[config.mk]
export PLATFORM = sky130hd
export DESIGN_NAME = serial_frame_parser_checksum_flat
export DESIGN_NICKNAME = d
export VERILOG_FILES = /design/src/hw/rtl/sfpc_pkg.sv /design/src/hw/rtl/sfpc_if.sv /design/src/hw/rtl/sfpc_parser.sv /design/src/hw/rtl/serial_frame_parser_checksum.sv /design/src/flat_wrapper.sv
export SDC_FILE = /design/constraint.sdc
export NUM_CORES = 1
export LEC_CHECK = 0
export BUFFER_PORTS_ARGS = -buffer_cell sky130_fd_sc_hd__buf_2
export CORE_UTILIZATION = 55
export CTS_BUF_LIST = sky130_fd_sc_hd__clkbuf_16
export CTS_CLUSTER_SIZE = 40
export DETAILED_ROUTE_END_ITERATION = 8
export PLACE_DENSITY_LB_ADDON = 0.25
export RECOVER_POWER = 25
export SLEW_MARGIN = 25
export SYNTH_ARGS = -nofsm -noshare
export SYNTH_HDL_FRONTEND = slang
export SYNTH_SLANG_ARGS = --single-unit
[constraint.sdc]
create_clock -name clk -period 5.62 [get_ports clk]
set_input_delay 1.686 -clock clk [delete_from_list [all_inputs] [get_ports clk]]
set_output_delay 1.686 -clock clk [all_outputs]
set_load 0.02 [all_outputs]
[src/hw/rtl/sfpc_pkg.sv]
package sfpc_pkg;

  // Framing bytes
  localparam logic [7:0] HEADER_BYTE = 8'h55;
  localparam logic [7:0] KIND_D1     = 8'hD1;
  localparam logic [7:0] KIND_D2     = 8'hD2;
  localparam logic [7:0] KIND_D3     = 8'hD3;
  localparam logic [7:0] KIND_D4     = 8'hD4;
  localparam logic [7:0] KIND_D5     = 8'hD5;

  // Parser phase
  typedef enum logic [1:0] {
    PH_HUNT  = 2'd0,
    PH_KIND  = 2'd1,
    PH_DATA  = 2'd2,
    PH_CHECK = 2'd3
  } phase_t;

  // One accepted frame
  typedef struct packed {
    logic [7:0]  frame_kind;
    logic [1:0]  payload_length;
    logic [7:0]  payload_first;
    logic [7:0]  payload_second;
    logic [7:0]  payload_third;
    logic [31:0] frame_number;
  } sfpc_result_t;

  // Payload length for an identifier, zero when the identifier is unknown
  function automatic logic [1:0] kind_length(input logic [7:0] kind);
    logic [1:0] len;
    case (kind)
      KIND_D1, KIND_D2, KIND_D5: len = 2'd3;
      KIND_D3:                   len = 2'd1;
      KIND_D4:                   len = 2'd2;
      default:                   len = 2'd0;
    endcase
    return len;
  endfunction

endpackage

[src/hw/rtl/sfpc_if.sv]
// Received byte channel
interface sfpc_in_if;
  logic       valid;
  logic       ready;
  logic [7:0] rx_byte;

  modport source (output valid, output rx_byte, input ready);
  modport sink   (input valid, input rx_byte, output ready);
endinterface

// Accepted frame channel
interface sfpc_out_if;
  logic        valid;
  logic        ready;
  logic [7:0]  frame_kind;
  logic [1:0]  payload_length;
  logic [7:0]  payload_first;
  logic [7:0]  payload_second;
  logic [7:0]  payload_third;
  logic [31:0] frame_number;

  modport source (output valid, output frame_kind, output payload_length,
                  output payload_first, output payload_second,
                  output payload_third, output frame_number, input ready);
  modport sink   (input valid, input frame_kind, input payload_length,
                  input payload_first, input payload_second,
                  input payload_third, input frame_number, output ready);
endinterface

[src/hw/rtl/sfpc_parser.sv]
module sfpc_parser
  import sfpc_pkg::*;
(
  input  logic         clk,
  input  logic         rst_n,
  input  logic         step,
  input  logic [7:0]   rx_byte,
  output logic         emit,
  output sfpc_result_t res
);

  phase_t      phase_r, phase_nxt;
  logic [7:0]  kind_r, kind_nxt;
  logic [1:0]  len_r, len_nxt;
  logic [1:0]  idx_r, idx_nxt;
  logic [7:0]  sum_r, sum_nxt;
  logic [31:0] count_r, count_nxt;
  logic [7:0]  store_r [3];
  logic [1:0]  id_len;
  logic [7:0]  sum_add;

  // State registers
  always_ff @(posedge clk) begin
    if (!rst_n) begin
      phase_r <= PH_HUNT;
      kind_r  <= '0;
      len_r   <= '0;
      idx_r   <= '0;
      sum_r   <= '0;
      count_r <= '0;
    end else if (step) begin
      phase_r <= phase_nxt;
      kind_r  <= kind_nxt;
      len_r   <= len_nxt;
      idx_r   <= idx_nxt;
      sum_r   <= sum_nxt;
      count_r <= count_nxt;
    end
  end

  // Payload bytes, no reset: only bytes of the current frame are read
  always_ff @(posedge clk) begin
    if (step && phase_r == PH_DATA && idx_r != 2'd3) begin
      store_r[idx_r] <= rx_byte;
    end
  end

  assign id_len  = kind_length(rx_byte);
  assign sum_add = sum_r + rx_byte;

  // Next state and frame result
  always_comb begin
    phase_nxt = phase_r;
    kind_nxt  = kind_r;
    len_nxt   = len_r;
    idx_nxt   = idx_r;
    sum_nxt   = sum_r;
    count_nxt = count_r;
    emit      = 1'b0;
    unique case (phase_r)
      PH_HUNT: begin
        if (rx_byte == HEADER_BYTE) begin
          phase_nxt = PH_KIND;
          sum_nxt   = rx_byte;
        end
      end
      PH_KIND: begin
        kind_nxt = rx_byte;
        if (id_len == 2'd0) begin
          phase_nxt = PH_HUNT;
        end else begin
          len_nxt   = id_len;
          sum_nxt   = sum_add;
          idx_nxt   = 2'd0;
          phase_nxt = PH_DATA;
        end
      end
      PH_DATA: begin
        idx_nxt = idx_r + 2'd1;
        sum_nxt = sum_add;
        if ({1'b0, idx_r} + 3'd1 >= {1'b0, len_r}) phase_nxt = PH_CHECK;
      end
      PH_CHECK: begin
        phase_nxt = PH_HUNT;
        if (sum_r == rx_byte) begin
          emit      = 1'b1;
          count_nxt = count_r + 32'd1;
        end
      end
      default: phase_nxt = PH_HUNT;
    endcase
  end

  // Unused payload bytes read as zero
  always_comb begin
    res.frame_kind     = kind_r;
    res.payload_length = len_r;
    res.payload_first  = (len_r >= 2'd1) ? store_r[0] : 8'd0;
    res.payload_second = (len_r >= 2'd2) ? store_r[1] : 8'd0;
    res.payload_third  = (len_r >= 2'd3) ? store_r[2] : 8'd0;
    res.frame_number   = count_r + 32'd1;
  end

  // A frame is counted exactly when it is emitted
  a_count_step: assert property (@(posedge clk) disable iff (!rst_n)
    step |=> (count_r == $past(count_r) + {31'd0, $past(emit)}))
    else $error("frame count out of step with emitted frames");

  // The checksum byte always ends the frame
  a_check_ends: assert property (@(posedge clk) disable iff (!rst_n)
    (step && phase_r == PH_CHECK) |=> phase_r == PH_HUNT)
    else $error("parser did not return to hunting after checksum");

  // Payload is only read for a known identifier
  a_data_len: assert property (@(posedge clk) disable iff (!rst_n)
    (phase_r == PH_DATA) |-> (len_r != 2'd0))
    else $error("reading payload with zero length");

endmodule

[src/hw/rtl/serial_frame_parser_checksum.sv]
// Channel  Dir  Handshake      Payload
// in_ch    in   valid/ready    rx_byte
// out_ch   out  valid/ready    frame_kind, payload_length, payload_first,
//                              payload_second, payload_third, frame_number
//
// One byte per cycle sustained while out_ch is ready; a byte passes the input
// register and the parser logic into the result register, so out_ch.valid
// rises once the checksum byte has reached the result register.
// Reset is synchronous on rst_n: parser returns to hunting, count clears.
// A result waiting in the output register stalls the parser until
// out_ch.ready is high; the input register still fills while it is empty.
module serial_frame_parser_checksum
  import sfpc_pkg::*;
(
  input  logic              clk,
  input  logic              rst_n,
  sfpc_in_if.sink           in_ch,
  sfpc_out_if.source        out_ch
);

  logic         in_vld_r;
  logic [7:0]   in_byte_r;
  logic         out_vld_r;
  sfpc_result_t out_res_r;
  logic         out_free;
  logic         proc;
  logic         emit;
  sfpc_result_t res;

  assign out_free    = !out_vld_r || out_ch.ready;
  assign proc        = in_vld_r && out_free;
  assign in_ch.ready = !in_vld_r || out_free;

  // Input register
  always_ff @(posedge clk) begin
    if (!rst_n) begin
      in_vld_r <= 1'b0;
    end else if (in_ch.ready) begin
      in_vld_r <= in_ch.valid;
    end
  end

  always_ff @(posedge clk) begin
    if (in_ch.valid && in_ch.ready) begin
      in_byte_r <= in_ch.rx_byte;
    end
  end

  sfpc_parser u_parser (
    .clk     (clk),
    .rst_n   (rst_n),
    .step    (proc),
    .rx_byte (in_byte_r),
    .emit    (emit),
    .res     (res)
  );

  // Result register
  always_ff @(posedge clk) begin
    if (!rst_n) begin
      out_vld_r <= 1'b0;
    end else if (out_free) begin
      out_vld_r <= proc && emit;
    end
  end

  always_ff @(posedge clk) begin
    if (proc && emit) begin
      out_res_r <= res;
    end
  end

  assign out_ch.valid          = out_vld_r;
  assign out_ch.frame_kind     = out_res_r.frame_kind;
  assign out_ch.payload_length = out_res_r.payload_length;
  assign out_ch.payload_first  = out_res_r.payload_first;
  assign out_ch.payload_second = out_res_r.payload_second;
  assign out_ch.payload_third  = out_res_r.payload_third;
  assign out_ch.frame_number   = out_res_r.frame_number;

  // A new result only follows a processed byte
  a_result_source: assert property (@(posedge clk) disable iff (!rst_n)
    $rose(out_vld_r) |-> $past(in_vld_r))
    else $error("result appeared without a processed byte");

  // Emitted frames always carry a known length
  a_length_known: assert property (@(posedge clk) disable iff (!rst_n)
    out_vld_r |-> (out_res_r.payload_length == 2'd1 ||
                   out_res_r.payload_length == 2'd2 ||
                   out_res_r.payload_length == 2'd3))
    else $error("emitted frame with zero length");

  // Bytes beyond the frame length are zero
  a_unused_zero: assert property (@(posedge clk) disable iff (!rst_n)
    (out_vld_r && out_res_r.payload_length != 2'd3) |->
      (out_res_r.payload_third == 8'd0 &&
       (out_res_r.payload_length == 2'd2 || out_res_r.payload_second == 8'd0)))
    else $error("unused payload byte not zeroed");

endmodule
[src/flat_wrapper.sv]
// flat-port wrapper written by rule: the top's interface ports become plain ports
module serial_frame_parser_checksum_flat import sfpc_pkg::*;
  (clk, rst_n, in_ch_valid, in_ch_rx_byte, in_ch_ready, out_ch_valid, out_ch_frame_kind, out_ch_payload_length, out_ch_payload_first, out_ch_payload_second, out_ch_payload_third, out_ch_frame_number, out_ch_ready);
  sfpc_in_if in_ch_i ();
  sfpc_out_if out_ch_i ();
  input  logic clk;
  input  logic rst_n;
  input wire logic [$bits(in_ch_i.valid)-1:0] in_ch_valid;
  input wire logic [$bits(in_ch_i.rx_byte)-1:0] in_ch_rx_byte;
  output wire logic [$bits(in_ch_i.ready)-1:0] in_ch_ready;
  output wire logic [$bits(out_ch_i.valid)-1:0] out_ch_valid;
  output wire logic [$bits(out_ch_i.frame_kind)-1:0] out_ch_frame_kind;
  output wire logic [$bits(out_ch_i.payload_length)-1:0] out_ch_payload_length;
  output wire logic [$bits(out_ch_i.payload_first)-1:0] out_ch_payload_first;
  output wire logic [$bits(out_ch_i.payload_second)-1:0] out_ch_payload_second;
  output wire logic [$bits(out_ch_i.payload_third)-1:0] out_ch_payload_third;
  output wire logic [$bits(out_ch_i.frame_number)-1:0] out_ch_frame_number;
  input wire logic [$bits(out_ch_i.ready)-1:0] out_ch_ready;
  assign in_ch_i.valid = in_ch_valid;
  assign in_ch_i.rx_byte = in_ch_rx_byte;
  assign in_ch_ready = in_ch_i.ready;
  assign out_ch_valid = out_ch_i.valid;
  assign out_ch_frame_kind = out_ch_i.frame_kind;
  assign out_ch_payload_length = out_ch_i.payload_length;
  assign out_ch_payload_first = out_ch_i.payload_first;
  assign out_ch_payload_second = out_ch_i.payload_second;
  assign out_ch_payload_third = out_ch_i.payload_third;
  assign out_ch_frame_number = out_ch_i.frame_number;
  assign out_ch_i.ready = out_ch_ready;
  serial_frame_parser_checksum u_core (.clk(clk), .rst_n(rst_n), .in_ch(in_ch_i), .out_ch(out_ch_i));
endmodule
==> tab_implementation.tex, run 1 <==
\begin{tabular}{lr}
\hline
Metric & Value \\
\hline
\multicolumn{2}{l}{\textbf{Floorplanning}} \\
\quad Die extent in y & 112.1 um \\
\quad Starting density of the core & 57.46\% \\
\quad Die Area & 12580 um2 \\
\quad Width of the die & 112.1 um \\
\quad Floorplan row count & 39 \\
\quad Core region area & 11610 um2 \\
\quad Count of boundary I/O pins & 80 \\
\multicolumn{2}{l}{\textbf{Synthesis}} \\
\quad Mux share of post-synthesis cell area & 2.569\% \\
\quad Dominant synthesized flop cell & edfxtp\_1 \\
\quad Mapped cell area & 6673 um2 \\
\quad Main combinational cell family by area after synthesis & simple AND/OR/NAND/NOR gates \\
\quad Post-synthesis share of cell area spent on full adders, half adders and majority gates & 3.788\% \\
\quad Post-synth EDFFs & 98 \\
\quad Share of the synthesized area in compound gates (AO/OA/AOI/OAI) & 7.482\% \\
\quad Cell variety after synth & 49 \\
\quad Seq/Total Area, Yosys & 60.90\% \\
\quad Syn nets & 596 \\
\quad Xor/xnor cell area share of the yosys netlist & 6.038\% \\
\quad Flip-flop and latch count after synthesis & 154 \\
\quad Async set-reset flop share out of synthesis & 0\% \\
\quad Synth Area per Inst & 11.81 um2 \\
\quad Simple-gate portion of the synthesized area & 16.56\% \\
\quad Cell count after synthesis & 565 \\
\quad Yosys synthesis warning count & 0 \\
\multicolumn{2}{l}{\textbf{Setup path}} \\
\quad Cells along the critical path & buf\_2, nand2b\_1, nand4\_1, or2\_2, inv\_2, buf\_12 \\
\quad Max stage delay cell, worst path & or2\_2 \\
\quad CP max stage delay & 0.73 ns \\
\quad Arrival time at the worst endpoint & 4.18 ns \\
\quad Worst path required time & 5.71 ns \\
\quad CP startpoint kind & input port \\
\quad Start-to-end type of the worst setup path & in -> reg \\
\quad Type of destination of the critical path & flop \\
\quad Biggest fanout along the worst timing path & 42 \\
\multicolumn{2}{l}{\textbf{Timing}} \\
\quad Pins over their slew limit & 0 \\
\quad Final critical path time including I/O delays and setup & 4.088 ns \\
\quad Setup TNS & 0 ns \\
\quad Transition time of the tightest slew-check pin & 0.7081 ns \\
\quad RSZ-0062 raised after global routing & false \\
\quad Period utilization & 72.75\% \\
\quad Slack of the critical path & 1.532 ns \\
\quad Worst slew margin relative to its limit & 52.66\% \\
\quad Worst hold-check slack & 0.4356 ns \\
\quad Final Hold Fails & 0 \\
\quad Setup skew after layout & 0.01368 ns \\
\quad Final count of negative-setup-slack endpoints & 0 \\
\quad Timing-limited maximum frequency & 244.6 MHz \\
\multicolumn{2}{l}{\textbf{Clock tree}} \\
\quad Maximum count of clock buffers along a single path & 2 \\
\quad \# clock sinks & 154 \\
\quad Number of levels the H-tree was split into & 4 \\
\quad Post-CTS setup buffers & 0 \\
\quad Clock latency reported for the late side of the worst-skew pair & 0.41 ns \\
\quad CTS buffer count & 17 \\
\quad Clock tree from TritonCTS & yes \\
\quad \# resized after CTS & 0 \\
\quad Number of buffers inserted by hold repair at cts & 0 \\
\quad Buffer type at the clock tree root & clkbuf\_16 \\
\quad Clock transition time at the flip-flop clock pins of the worst setup and hold paths & 0.06 ns \\
\multicolumn{2}{l}{\textbf{Drt}} \\
\quad Routed length on met3 & 543 um \\
\quad First-iteration detailed-routing DRC count & 376 \\
\quad M1 WL & 5550 um \\
\quad Vias & 4482 \\
\quad Per-cell routed wire length & 15.84 um \\
\quad Vias per cell & 5.631 \\
\quad Detailed route wirelength on metal2 & 6330 um \\
\quad Highest routing layer actually used & met4 \\
\quad Detailed-route DRC error count & 9 \\
\quad Post-Route WL & 12610 um \\
\quad Number of nets with antenna violations after routing & 0 \\
\quad Number of optimization iterations in the first detailed-route pass & 7 \\
\multicolumn{2}{l}{\textbf{Layout}} \\
\quad Area delta synth->final & 15.51\% \\
\quad Fraction of layout instances using a drive strength above 1 & 17.76\% \\
\quad Fill cell count & 873 \\
\quad Number of nets in the finished design & 671 \\
\quad Area occupied by multi-input gates & 2426 um2 \\
\quad Count of inserted antenna diode cells & 0 \\
\quad Area used by sequential logic in the layout & 4064 um2 \\
\multicolumn{2}{l}{\textbf{Placement}} \\
\quad HPWL after detailed placement & 8233 um \\
\quad Port-buffer cells & 79 \\
\quad Worst slack at placement & 1.140 ns \\
\quad GPL Wtd Cong & 0.8186 \\
\multicolumn{2}{l}{\textbf{Pwr}} \\
\quad Static leakage & 0.003065 uW \\
\quad Worst supply voltage drop on vdd & 183.3 uV \\
\quad Power per cell area & 295.9 nW/um2 \\
\multicolumn{2}{l}{\textbf{Job}} \\
\quad Number of max-cap violations & 0 \\
\multicolumn{2}{l}{\textbf{Global route}} \\
\quad Vias in the first global route & 4360 \\
\quad Number of antenna violations at the first check in global routing & 0 \\
\quad Global-route wire length before repair & 20730 um \\
\quad Leftover overflow at the end of global routing & 0 \\
\quad All-layer global routing usage & 21.04\% \\
\quad Maximum number of pins on one net before global-route repair & 48 \\
\multicolumn{2}{l}{\textbf{Status}} \\
\quad Violations in the final reports & DRC \\
\quad Run status & complete, but fails checks \\
\multicolumn{2}{l}{\textbf{Hold path}} \\
\quad Worst min-delay path class & reg -> reg \\
\hline
\end{tabular}
## cell families (layout without fill, tap and decap cells)
kind of cell | count (synthesis) | count (layout)
buffers and inverters | 46 | 134
flip-flops | 154 | 154
AO/OA/AOI/OAI | 77 | 77
XOR/XNOR | 46 | 46
adder cells (fa/ha/maj) | 19 | 19
multiplexers | 17 | 17
AND/OR/NAND/NOR | 206 | 206
## worst max-delay path: cells and delay by family
kind / cells / cell delay, ns
buf+inv: 3 / 0.96
simple gates: 3 / 1.47
## area by class of cell
type,count,area share [%]
Sequential cell,154,52.73
Multi-Input combinational cell,365,31.48
Timing Repair Buffer,82,5.568
Clock buffer,17,5.519
Tap cell,143,2.321
Clock inverter,15,1.412
Inverter,20,0.9740
## where the power goes
| part | internal, uW | switching, uW | total (uW) |
|---|---|---|---|
| combinational | 14.7 | 23.6 | 38.3 |
| sequential | 1200 | 15.0 | 1220 |
| clock | 599 | 428 | 1030 |
| total | 1810 | 466 | 2280 |
## cells in the final DEF, fill, tap and decap left out, types with 4 or more instances in the layout
master and count:
nor2_1 54, o21ai_0 11, and2_1 14, nor4_1 8, nor3_1 13, nor2b_1 13, nand3_1 11, o41ai_1 4
xnor2_1 32, clkinv_1 6, nand2b_1 7, o31ai_1 10, or2_2 4, clkbuf_16 17, dfxtp_1 56, and3_1 11
inv_1 19, xor2_1 14, nand4_1 6, o311ai_0 5, buf_2 78, or4_1 11, nand2_1 27, a211oi_1 6
edfxtp_1 98, mux2i_1 16, or3_1 11, a21oi_1 27, ha_1 17
## path summary, 6_finish.rpt
kind,slack [ns],startpoint,depth (start not counted),endpoint
setup reg to reg,2.04,u_core.in_byte_r[2]$_DFFE_PP_,6,u_core.out_ch.frame_number[26]$_DFFE_PP_
setup / recovery,1.53,out_ch_ready,6,u_core.out_ch.frame_number[26]$_DFFE_PP_
hold reg to reg,0.44,u_core.u_parser.kind_r[3]$_SDFFE_PN0P_,0,u_core.out_ch.frame_kind[3]$_DFFE_PP_
hold / removal,0.44,u_core.u_parser.kind_r[3]$_SDFFE_PN0P_,0,u_core.out_ch.frame_kind[3]$_DFFE_PP_
## cells in the mapped netlist (all sizes together), types with 2 or more instances
master | number | area (um2)
a211oi | 6 | 45.04
o41ai | 4 | 35.03
o31ai | 10 | 75.07
nand2 | 28 | 107.6
buf | 5 | 23.77
a31oi | 2 | 12.51
or2 | 5 | 31.28
o21a | 3 | 22.52
nor3b | 2 | 15.01
edfxtp | 98 | 2943
nor4 | 8 | 50.05
o311ai | 5 | 43.79
xnor2 | 32 | 280.3
nor2b | 13 | 81.33
nor4bb | 2 | 20.02
nor3 | 13 | 65.06
or4 | 11 | 82.58
and3 | 11 | 68.82
nor4b | 2 | 17.52
mux2i | 16 | 160.2
nand2b | 7 | 43.79
xor2 | 14 | 122.6
o21ai | 11 | 55.05
a21oi | 27 | 135.1
clkbuf | 21 | 78.83
inv | 20 | 75.07
dfxtp | 56 | 1121
and2 | 17 | 106.4
fa | 2 | 40.04
ha | 17 | 212.7
nand4 | 6 | 37.54
and4 | 3 | 26.28
nor2 | 54 | 202.7
or3 | 11 | 68.82
a21o | 3 | 22.52
nand3 | 11 | 60.06
## per-stage QoR
| step | utilization [%] | cell area (um2) | instances | power (uW) |
|---|---|---|---|---|
| 2_1_floorplan | - | 6673 | 565 | 1259 |
| 3_3_place_gp | 61.82 | 7179 | 764 | 1275 |
| 3_5_place_dp | 61.82 | 7179 | 764 | 1277 |
| 4_1_cts | 66.42 | 7714 | 796 | 2296 |
| 5_1_grt | 66.37 | 7707 | 796 | 2341 |
| 6_report | 66.37 | 7707 | 796 | 2281 |
## metal layers
metal	vias up	GRT usage [%]
met5	-	0
met4	0	8.178
met3	17	4.104
met2	108	35.98
met1	2156	26.53
li1	2201	-
(Power assumes the default switching activity.)
==> run 2: changes to the inputs <==
--- a/config.mk
+++ b/config.mk
@@ -5,6 +5,7 @@
 export SDC_FILE = /design/constraint.sdc
 export NUM_CORES = 1
 export LEC_CHECK = 0
+export ABC_AREA = 1
 export BUFFER_PORTS_ARGS = -buffer_cell sky130_fd_sc_hd__buf_2
 export CORE_UTILIZATION = 55
 export CTS_BUF_LIST = sky130_fd_sc_hd__clkbuf_16
==> constraint.sdc (replaced) <==
create_clock -name clk -period 3.8 [get_ports clk]
set_input_delay 1.14 -clock clk [delete_from_list [all_inputs] [get_ports clk]]
set_output_delay 1.14 -clock clk [all_outputs]
set_load 0.02 [all_outputs]
==> run 2 against run 1 <==
Net effect: the run now ends clean; sequential power rose by 46%; clock skew increased by 0.0030 ns; utilization decreased by 0.45 points; register-to-register slack worse by 0.68 ns; combinational power up 27%; sequential share of layout area down 2.2 points; routed wire length increased by 11%; via count rose by 16%; flip-flop and latch count is the same; clock power is 50% higher; worst hold slack lost 0.012 ns; global-route usage increased by 2.0 points.
==> tab_implementation.tex, run 2 <==
\begin{tabular}{lr}
\hline
Metric & Value \\
\hline
\multicolumn{2}{l}{\textbf{Status}} \\
\quad Run status & complete, no violations \\
\multicolumn{2}{l}{\textbf{Clock tree}} \\
\quad Clock tree from TritonCTS & yes \\
\quad Clock latency reported for the late side of the worst-skew pair & 0.43 ns \\
\quad \# resized after CTS & 0 \\
\quad Number of levels the H-tree was split into & 4 \\
\quad Number of buffers inserted by hold repair at cts & 0 \\
\quad Post-CTS setup buffers & 0 \\
\quad Clock transition time at the flip-flop clock pins of the worst setup and hold paths & 0.07 ns \\
\quad CTS buffer count & 17 \\
\quad Buffer type at the clock tree root & clkbuf\_16 \\
\quad \# clock sinks & 154 \\
\quad Maximum count of clock buffers along a single path & 2 \\
\multicolumn{2}{l}{\textbf{Global route}} \\
\quad Leftover overflow at the end of global routing & 0 \\
\quad Global-route wire length before repair & 22850 um \\
\quad Number of antenna violations at the first check in global routing & 0 \\
\quad Maximum number of pins on one net before global-route repair & 40 \\
\quad Vias in the first global route & 4779 \\
\quad All-layer global routing usage & 23.07\% \\
\multicolumn{2}{l}{\textbf{Timing}} \\
\quad Final critical path time including I/O delays and setup & 2.922 ns \\
\quad Pins over their slew limit & 0 \\
\quad RSZ-0062 raised after global routing & false \\
\quad Slack of the critical path & 0.8783 ns \\
\quad Transition time of the tightest slew-check pin & 0.7136 ns \\
\quad Final count of negative-setup-slack endpoints & 0 \\
\quad Setup TNS & 0 ns \\
\quad Final Hold Fails & 0 \\
\quad Timing-limited maximum frequency & 342.3 MHz \\
\quad Setup skew after layout & 0.01667 ns \\
\quad Worst slew margin relative to its limit & 52.25\% \\
\quad Period utilization & 76.89\% \\
\multicolumn{2}{l}{\textbf{Setup path}} \\
\quad Start-to-end type of the worst setup path & in -> out \\
\quad Worst reg-to-reg setup slack & 1.36 ns \\
\quad Biggest fanout along the worst timing path & 3 \\
\quad Endpoint of the lowest-slack register-to-register path & u\_core.out\_ch.frame\_number[15]\$\_DFFE\_PP\_ \\
\quad Cell mode on critical path & buf\_2 \\
\quad CP startpoint kind & input port \\
\quad Cells along the critical path & buf\_2, nor2\_1, nand2\_1, buf\_2 \\
\quad CP top delay family & simple AND/OR/NAND/NOR gates \\
\quad CP max stage delay & 0.20 ns \\
\quad Type of destination of the critical path & output port \\
\quad Cells on worst reg2reg path & 7 \\
\quad Launching point of the worst reg2reg path & u\_core.in\_byte\_r[4]\$\_DFFE\_PP\_ \\
\quad Worst path required time & 2.66 ns \\
\quad Max stage delay cell, worst path & nor2\_1 \\
\quad Sum of buffers and inverters on the critical path & 2 \\
\quad Arrival time at the worst endpoint & 1.78 ns \\
\multicolumn{2}{l}{\textbf{Synthesis}} \\
\quad Syn nets & 781 \\
\quad Flip-flop and latch count after synthesis & 154 \\
\quad Seq/Total Area, Yosys & 58.10\% \\
\quad Most frequent cell after synthesis & nand2\_1 \\
\quad Mapped cell area & 6994 um2 \\
\quad Cell variety after synth & 37 \\
\quad Synth Area per Inst & 9.326 um2 \\
\quad Library cell occupying the most area in the post-synthesis netlist & edfxtp\_1 \\
\quad Leading post-synthesis cells by instance count & 159 x nand2\_1, 118 x inv\_1, 98 x edfxtp\_1, 78 x nor2\_1, 56 x dfxtp\_1 \\
\quad Yosys synthesis warning count & 0 \\
\quad Post-synth EDFFs & 98 \\
\quad Dominant synthesized flop cell & edfxtp\_1 \\
\quad Cell count after synthesis & 750 \\
\quad Top cells by area in the synthesized netlist & edfxtp\_1 42\%, dfxtp\_1 16\%, nand2\_1 8.5\%, inv\_1 6.3\%, nor2\_1 4.2\% \\
\quad Top-area cell type share of the netlist area & 42.08\% \\
\quad Async set-reset flop share out of synthesis & 0\% \\
\multicolumn{2}{l}{\textbf{Pwr}} \\
\quad Static leakage & 0.003728 uW \\
\quad Power per cell area & 419.4 nW/um2 \\
\quad Worst supply voltage drop on vdd & 201.3 uV \\
\multicolumn{2}{l}{\textbf{Layout}} \\
\quad Design Area, Final & 8049 um2 \\
\quad Fill cell count & 1022 \\
\quad Fraction of layout instances using a drive strength above 1 & 17.51\% \\
\quad Number of nets in the finished design & 869 \\
\quad Count of inserted antenna diode cells & 0 \\
\quad Most common cell after layout, fill and taps aside & nand2\_1 \\
\quad Area used by sequential logic in the layout & 4064 um2 \\
\quad Top library cells by usage in the layout, fill and taps aside & 159 x nand2\_1, 121 x inv\_1, 98 x edfxtp\_1 \\
\quad Area occupied by multi-input gates & 2333 um2 \\
\quad Area delta synth->final & 15.08\% \\
\multicolumn{2}{l}{\textbf{Placement}} \\
\quad Placed standard-cell area & 7552 um2 \\
\quad HPWL after detailed placement & 9862 um \\
\quad GPL Wtd Cong & 0.8810 \\
\quad Worst slack at placement & 0.8863 ns \\
\quad Port-buffer cells & 79 \\
\multicolumn{2}{l}{\textbf{Hold path}} \\
\quad Worst min-delay path class & reg -> reg \\
\quad Origin of the worst min-delay path & u\_core.u\_parser.kind\_r[5]\$\_SDFFE\_PN0P\_ \\
\quad Hold worst-path end & u\_core.out\_ch.frame\_kind[5]\$\_DFFE\_PP\_ \\
\quad Count of cells along the worst hold path & 0 \\
\multicolumn{2}{l}{\textbf{Floorplanning}} \\
\quad Floorplan row count & 40 \\
\quad Width of the die & 114.8 um \\
\quad Die extent in y & 114.8 um \\
\quad Core region area & 12210 um2 \\
\quad Die Area & 13170 um2 \\
\quad Starting density of the core & 57.27\% \\
\quad Count of boundary I/O pins & 80 \\
\multicolumn{2}{l}{\textbf{Drt}} \\
\quad Detailed-route DRC error count & 0 \\
\quad Number of nets with antenna violations after routing & 0 \\
\quad Post-Route WL & 13930 um \\
\quad First-iteration detailed-routing DRC count & 452 \\
\quad Vias per cell & 5.121 \\
\quad Number of optimization iterations in the first detailed-route pass & 5 \\
\quad Vias & 5218 \\
\quad Per-cell routed wire length & 13.67 um \\
\multicolumn{2}{l}{\textbf{Job}} \\
\quad Number of max-cap violations & 0 \\
\hline
\end{tabular}
==> run 2: report_power, final <==
part           internal, uW  leakage [uW]  total (uW)  switching, uW
clock network           847      0.000267        1540            697
registers              1770       0.00146        1780           12.7
logic                  15.4       0.00200        48.7           33.2
==> run 2: worst max path at each step <==
stage | start | to | cells after the start
2_1_floorplan | out_ch_ready | u_core.out_ch.frame_kind[0]$_DFFE_PP_ | 7
3_3_place_gp | out_ch_ready | in_ch_ready | 4
3_5_place_dp | out_ch_ready | in_ch_ready | 4
4_1_cts | out_ch_ready | in_ch_ready | 4
5_1_grt | out_ch_ready | in_ch_ready | 4
6_report | out_ch_ready | in_ch_ready | 4
==> run 2: stage by stage <==
step | std cells | util [%] | hold WS (ns) | power (uW)
3_5_place_dp | 987 | 61.84 | 0.4138 | 1866
6_report | 1019 | 65.91 | 0.4238 | 3375
4_1_cts | 1019 | 66.28 | 0.4287 | 3402
3_3_place_gp | 987 | 61.84 | 0.4134 | 1865
5_1_grt | 1019 | 65.91 | 0.4438 | 3477
2_1_floorplan | 750 | - | 0.4030 | 1845
==> run 2: logic make-up after synthesis <==
group                    share of synthesized area, %
AND/OR/NAND/NOR                                 21.06
buffers and inverters                           7.889
flip-flops                                      58.10
adder cells (fa/ha/maj)                         3.614
multiplexers                                   0.1431
AO/OA/AOI/OAI                                   6.834
XOR/XNOR                                        2.361
==> run 2: cell type report <==
type                       instances  share of cell area, %
sequential                       154                  50.49
multi-input combinational        456                  28.99
inverter                         126                  5.891
clock buffer                      17                  5.285
timing repair buffer              83                  5.285
tap                              168                  2.612
clock inverter                    15                  1.446
==> run 2: routing by layer <==
| layer | routed length [um] | vias to the layer above | GRT usage (%) |
|---|---|---|---|
| met5 | 0 | - | 0 |
| met1 | 6356 | 2395 | 31.71 |
| li1 | - | 2609 | - |
| met2 | 6403 | 192 | 35.31 |
| met4 | 225 | 0 | 9.437 |
| met3 | 947 | 22 | 5.693 |
==> run 3: changes to the inputs <==
--- a/config.mk
+++ b/config.mk
@@ -5,9 +5,9 @@
 export SDC_FILE = /design/constraint.sdc
 export NUM_CORES = 1
 export LEC_CHECK = 0
-export ABC_AREA = 1
+export ABC_AREA = 0
 export BUFFER_PORTS_ARGS = -buffer_cell sky130_fd_sc_hd__buf_2
-export CORE_UTILIZATION = 55
+export CORE_UTILIZATION = 52
 export CTS_BUF_LIST = sky130_fd_sc_hd__clkbuf_16
 export CTS_CLUSTER_SIZE = 40
 export DETAILED_ROUTE_END_ITERATION = 8
==> constraint.sdc (replaced) <==
create_clock -name clk -period 2.4 [get_ports clk]
set_input_delay 0.72 -clock clk [delete_from_list [all_inputs] [get_ports clk]]
set_output_delay 0.72 -clock clk [all_outputs]
set_load 0.02 [all_outputs]
==> run 3 against run 2 <==
Net effect: flip-flop and latch count is the same; register-to-register slack lost 1.3 ns; sequential share of layout area shrank 0.61 points; utilization shrank 1.1 points; die area grew 0.89%; highest routed layer unchanged.
==> tab_implementation.tex, run 3 (synthesis gave the netlist of run 1 again) <==
\begin{tabular}{lr}
\hline
Metric & Value \\
\hline
\multicolumn{2}{l}{\textbf{Status}} \\
\quad Run status & complete, no violations \\
\multicolumn{2}{l}{\textbf{Pwr}} \\
\quad Power per cell area & 683.5 nW/um2 \\
\quad Worst supply voltage drop on vdd & 410.2 uV \\
\quad Static leakage & 0.003251 uW \\
\multicolumn{2}{l}{\textbf{Placement}} \\
\quad Number of cells in the design after placement & 826 \\
\quad Worst slack at placement & -0.03523 ns \\
\quad Placed standard-cell area & 7508 um2 \\
\quad Port-buffer cells & 79 \\
\quad HPWL after detailed placement & 8723 um \\
\quad GPL Wtd Cong & 0.8779 \\
\multicolumn{2}{l}{\textbf{Drt}} \\
\quad Number of nets with antenna violations after routing & 0 \\
\quad Detailed-route DRC error count & 0 \\
\quad Number of optimization iterations in the first detailed-route pass & 5 \\
\quad Vias & 4656 \\
\quad Vias per cell & 5.401 \\
\quad Post-Route WL & 13520 um \\
\quad First-iteration detailed-routing DRC count & 336 \\
\quad Per-cell routed wire length & 15.68 um \\
\multicolumn{2}{l}{\textbf{Timing}} \\
\quad Pins over their slew limit & 0 \\
\quad Setup TNS & 0 ns \\
\quad RSZ-0062 raised after global routing & true \\
\quad Timing-limited maximum frequency & 436.5 MHz \\
\quad Final count of negative-setup-slack endpoints & 0 \\
\quad Setup skew after layout & 0.01114 ns \\
\quad Final critical path time including I/O delays and setup & 2.291 ns \\
\quad Final Hold Fails & 0 \\
\quad Transition time of the tightest slew-check pin & 0.6651 ns \\
\quad Slack of the critical path & 0.1092 ns \\
\quad Period utilization & 95.45\% \\
\quad Worst slew margin relative to its limit & 55.63\% \\
\multicolumn{2}{l}{\textbf{Layout}} \\
\quad Non-filler instance count after layout & 862 \\
\quad Fraction of layout instances using a drive strength above 1 & 22.75\% \\
\quad Area delta synth->final & 22.11\% \\
\quad Number of nets in the finished design & 708 \\
\quad Design Area, Final & 8148 um2 \\
\quad Count of inserted antenna diode cells & 0 \\
\quad Fill cell count & 939 \\
\quad Area used by sequential logic in the layout & 4064 um2 \\
\quad Post-Route Utilization & 64.83\% \\
\quad Area occupied by multi-input gates & 2502 um2 \\
\quad Most common cell after layout, fill and taps aside & edfxtp\_1 \\
\quad Top library cells by usage in the layout, fill and taps aside & 98 x edfxtp\_1, 77 x buf\_2, 56 x dfxtp\_1 \\
\multicolumn{2}{l}{\textbf{Setup path}} \\
\quad Start-to-end type of the worst setup path & reg -> reg \\
\quad CP startpoint kind & flop \\
\quad Launching point of the worst reg2reg path & u\_core.in\_byte\_r[4]\$\_DFFE\_PP\_ \\
\quad Cells on worst reg2reg path & 6 \\
\quad CP max stage delay & 0.54 ns \\
\quad Cells along the critical path & ha\_1, nor4\_4, nand2\_2, or2\_4, or4\_1, a21oi\_1 \\
\quad Worst path required time & 2.75 ns \\
\quad Max stage delay cell, worst path & or4\_1 \\
\quad Endpoint of the lowest-slack register-to-register path & u\_core.u\_parser.count\_r[26]\$\_SDFFE\_PN0P\_ \\
\quad Arrival time at the worst endpoint & 2.64 ns \\
\quad Type of destination of the critical path & flop \\
\quad Biggest fanout along the worst timing path & 9 \\
\quad Worst reg-to-reg setup slack & 0.11 ns \\
\quad Worst setup path startpoint & u\_core.in\_byte\_r[4]\$\_DFFE\_PP\_ \\
\quad Destination of the critical timing path & u\_core.u\_parser.count\_r[26]\$\_SDFFE\_PN0P\_ \\
\multicolumn{2}{l}{\textbf{Global route}} \\
\quad Number of antenna violations at the first check in global routing & 0 \\
\quad Vias in the first global route & 4441 \\
\quad Maximum number of pins on one net before global-route repair & 30 \\
\quad Global-route wire length before repair & 21840 um \\
\quad Leftover overflow at the end of global routing & 0 \\
\quad All-layer global routing usage & 21.89\% \\
\multicolumn{2}{l}{\textbf{Clock tree}} \\
\quad Buffer type at the clock tree root & clkbuf\_16 \\
\quad Maximum count of clock buffers along a single path & 2 \\
\quad CTS buffer count & 17 \\
\quad \# clock sinks & 154 \\
\quad Clock tree from TritonCTS & yes \\
\quad Clock transition time at the flip-flop clock pins of the worst setup and hold paths & 0.06 ns \\
\quad Number of levels the H-tree was split into & 4 \\
\quad Clock latency reported for the late side of the worst-skew pair & 0.42 ns \\
\multicolumn{2}{l}{\textbf{Floorplanning}} \\
\quad Die Area & 13290 um2 \\
\quad Floorplan row count & 41 \\
\quad Width of the die & 115.3 um \\
\quad Count of boundary I/O pins & 80 \\
\quad Starting density of the core & 53.09\% \\
\quad Core region area & 12570 um2 \\
\quad Die extent in y & 115.3 um \\
\multicolumn{2}{l}{\textbf{Job}} \\
\quad Number of max-cap violations & 0 \\
\multicolumn{2}{l}{\textbf{Hold path}} \\
\quad Worst min-delay path class & reg -> reg \\
\hline
\end{tabular}
run 3: cell count changes in the layout (fill, tap and decap cells not counted), moves of 11 or more:
| cell | delta |
|---|---|
| inv_1 | -100 |
| xnor2_1 | +27 |
| mux2i_1 | +15 |
| buf_4 | +26 |
| or3_1 | +11 |
| o21ai_0 | -20 |
| nor2_1 | -27 |
| and3_1 | +11 |
| and2_1 | +12 |
| a21oi_1 | -23 |
| nor2b_1 | +13 |
| nand3_1 | -32 |
| nand2_1 | -133 |
run 3: area by class of cell:
class | instances | area share (%)
Clock buffer | 18 | 5.528
Clock inverter | 14 | 1.628
Inverter | 20 | 0.9674
Multi-Input combinational cell | 367 | 30.71
Sequential cell | 154 | 49.88
Tap cell | 172 | 2.641
Timing Repair Buffer | 117 | 8.646
run 3: worst max-delay path, delay by kind of cell, from the launching register on:
| family | cells | cell delay [ns] |
|---|---|---|
| and+or+nand+nor | 4 | 1.29 |
| AOI/OAI and AO/OA | 1 | 0.17 |
| adders and majority gates | 1 | 0.35 |
| DFF | 1 | 0.40 |
run 3: layer usage:
metal | vias to the layer above | GRT usage [%] | wire length (um)
met5 | - | 0 | 0
met4 | 0 | 9.524 | 219
met3 | 18 | 5.957 | 647
met2 | 127 | 35.10 | 6695
met1 | 2234 | 27.94 | 5957
li1 | 2277 | - | -
run 3: metrics by stage:
stage,total power (uW),hold WS (ns)
final,5569,0.4326
after floorplan,2951,0.4080
after detailed placement,3020,0.4162
after global placement,3016,0.4157
after CTS,5616,0.4345
after global routing,5737,0.4407
run 3: worst min-delay path by stage:
| stage | startpoint | cells after the start | endpoint |
|---|---|---|---|
| after global placement | u_core.u_parser.kind_r[0]$_SDFFE_PN0P_ | 0 | u_core.out_ch.frame_kind[0]$_DFFE_PP_ |
| final | u_core.u_parser.kind_r[2]$_SDFFE_PN0P_ | 0 | u_core.out_ch.frame_kind[2]$_DFFE_PP_ |
| after floorplan | u_core.u_parser.kind_r[0]$_SDFFE_PN0P_ | 0 | u_core.out_ch.frame_kind[0]$_DFFE_PP_ |
| after detailed placement | u_core.u_parser.kind_r[6]$_SDFFE_PN0P_ | 0 | u_core.out_ch.frame_kind[6]$_DFFE_PP_ |
| after CTS | u_core.u_parser.kind_r[2]$_SDFFE_PN0P_ | 0 | u_core.out_ch.frame_kind[2]$_DFFE_PP_ |
| after global routing | u_core.u_parser.kind_r[2]$_SDFFE_PN0P_ | 0 | u_core.out_ch.frame_kind[2]$_DFFE_PP_ |
run 3: report_power, final:
group	leakage [uW]	internal, uW	switching [uW]
combinational	0.00147	52.1	93.4
sequential	0.00150	2810	11.4
clock	0.000282	1570	1030
run 3: timing repair:
action | in CTS | in global routing
pin swaps | 1 | 3
hold buffers | 0 | 0
endpoints found under the setup margin | 2 | 35
resized for setup | 2 | 6
cloned | 3 | 0
buffers inserted | 1 | 0
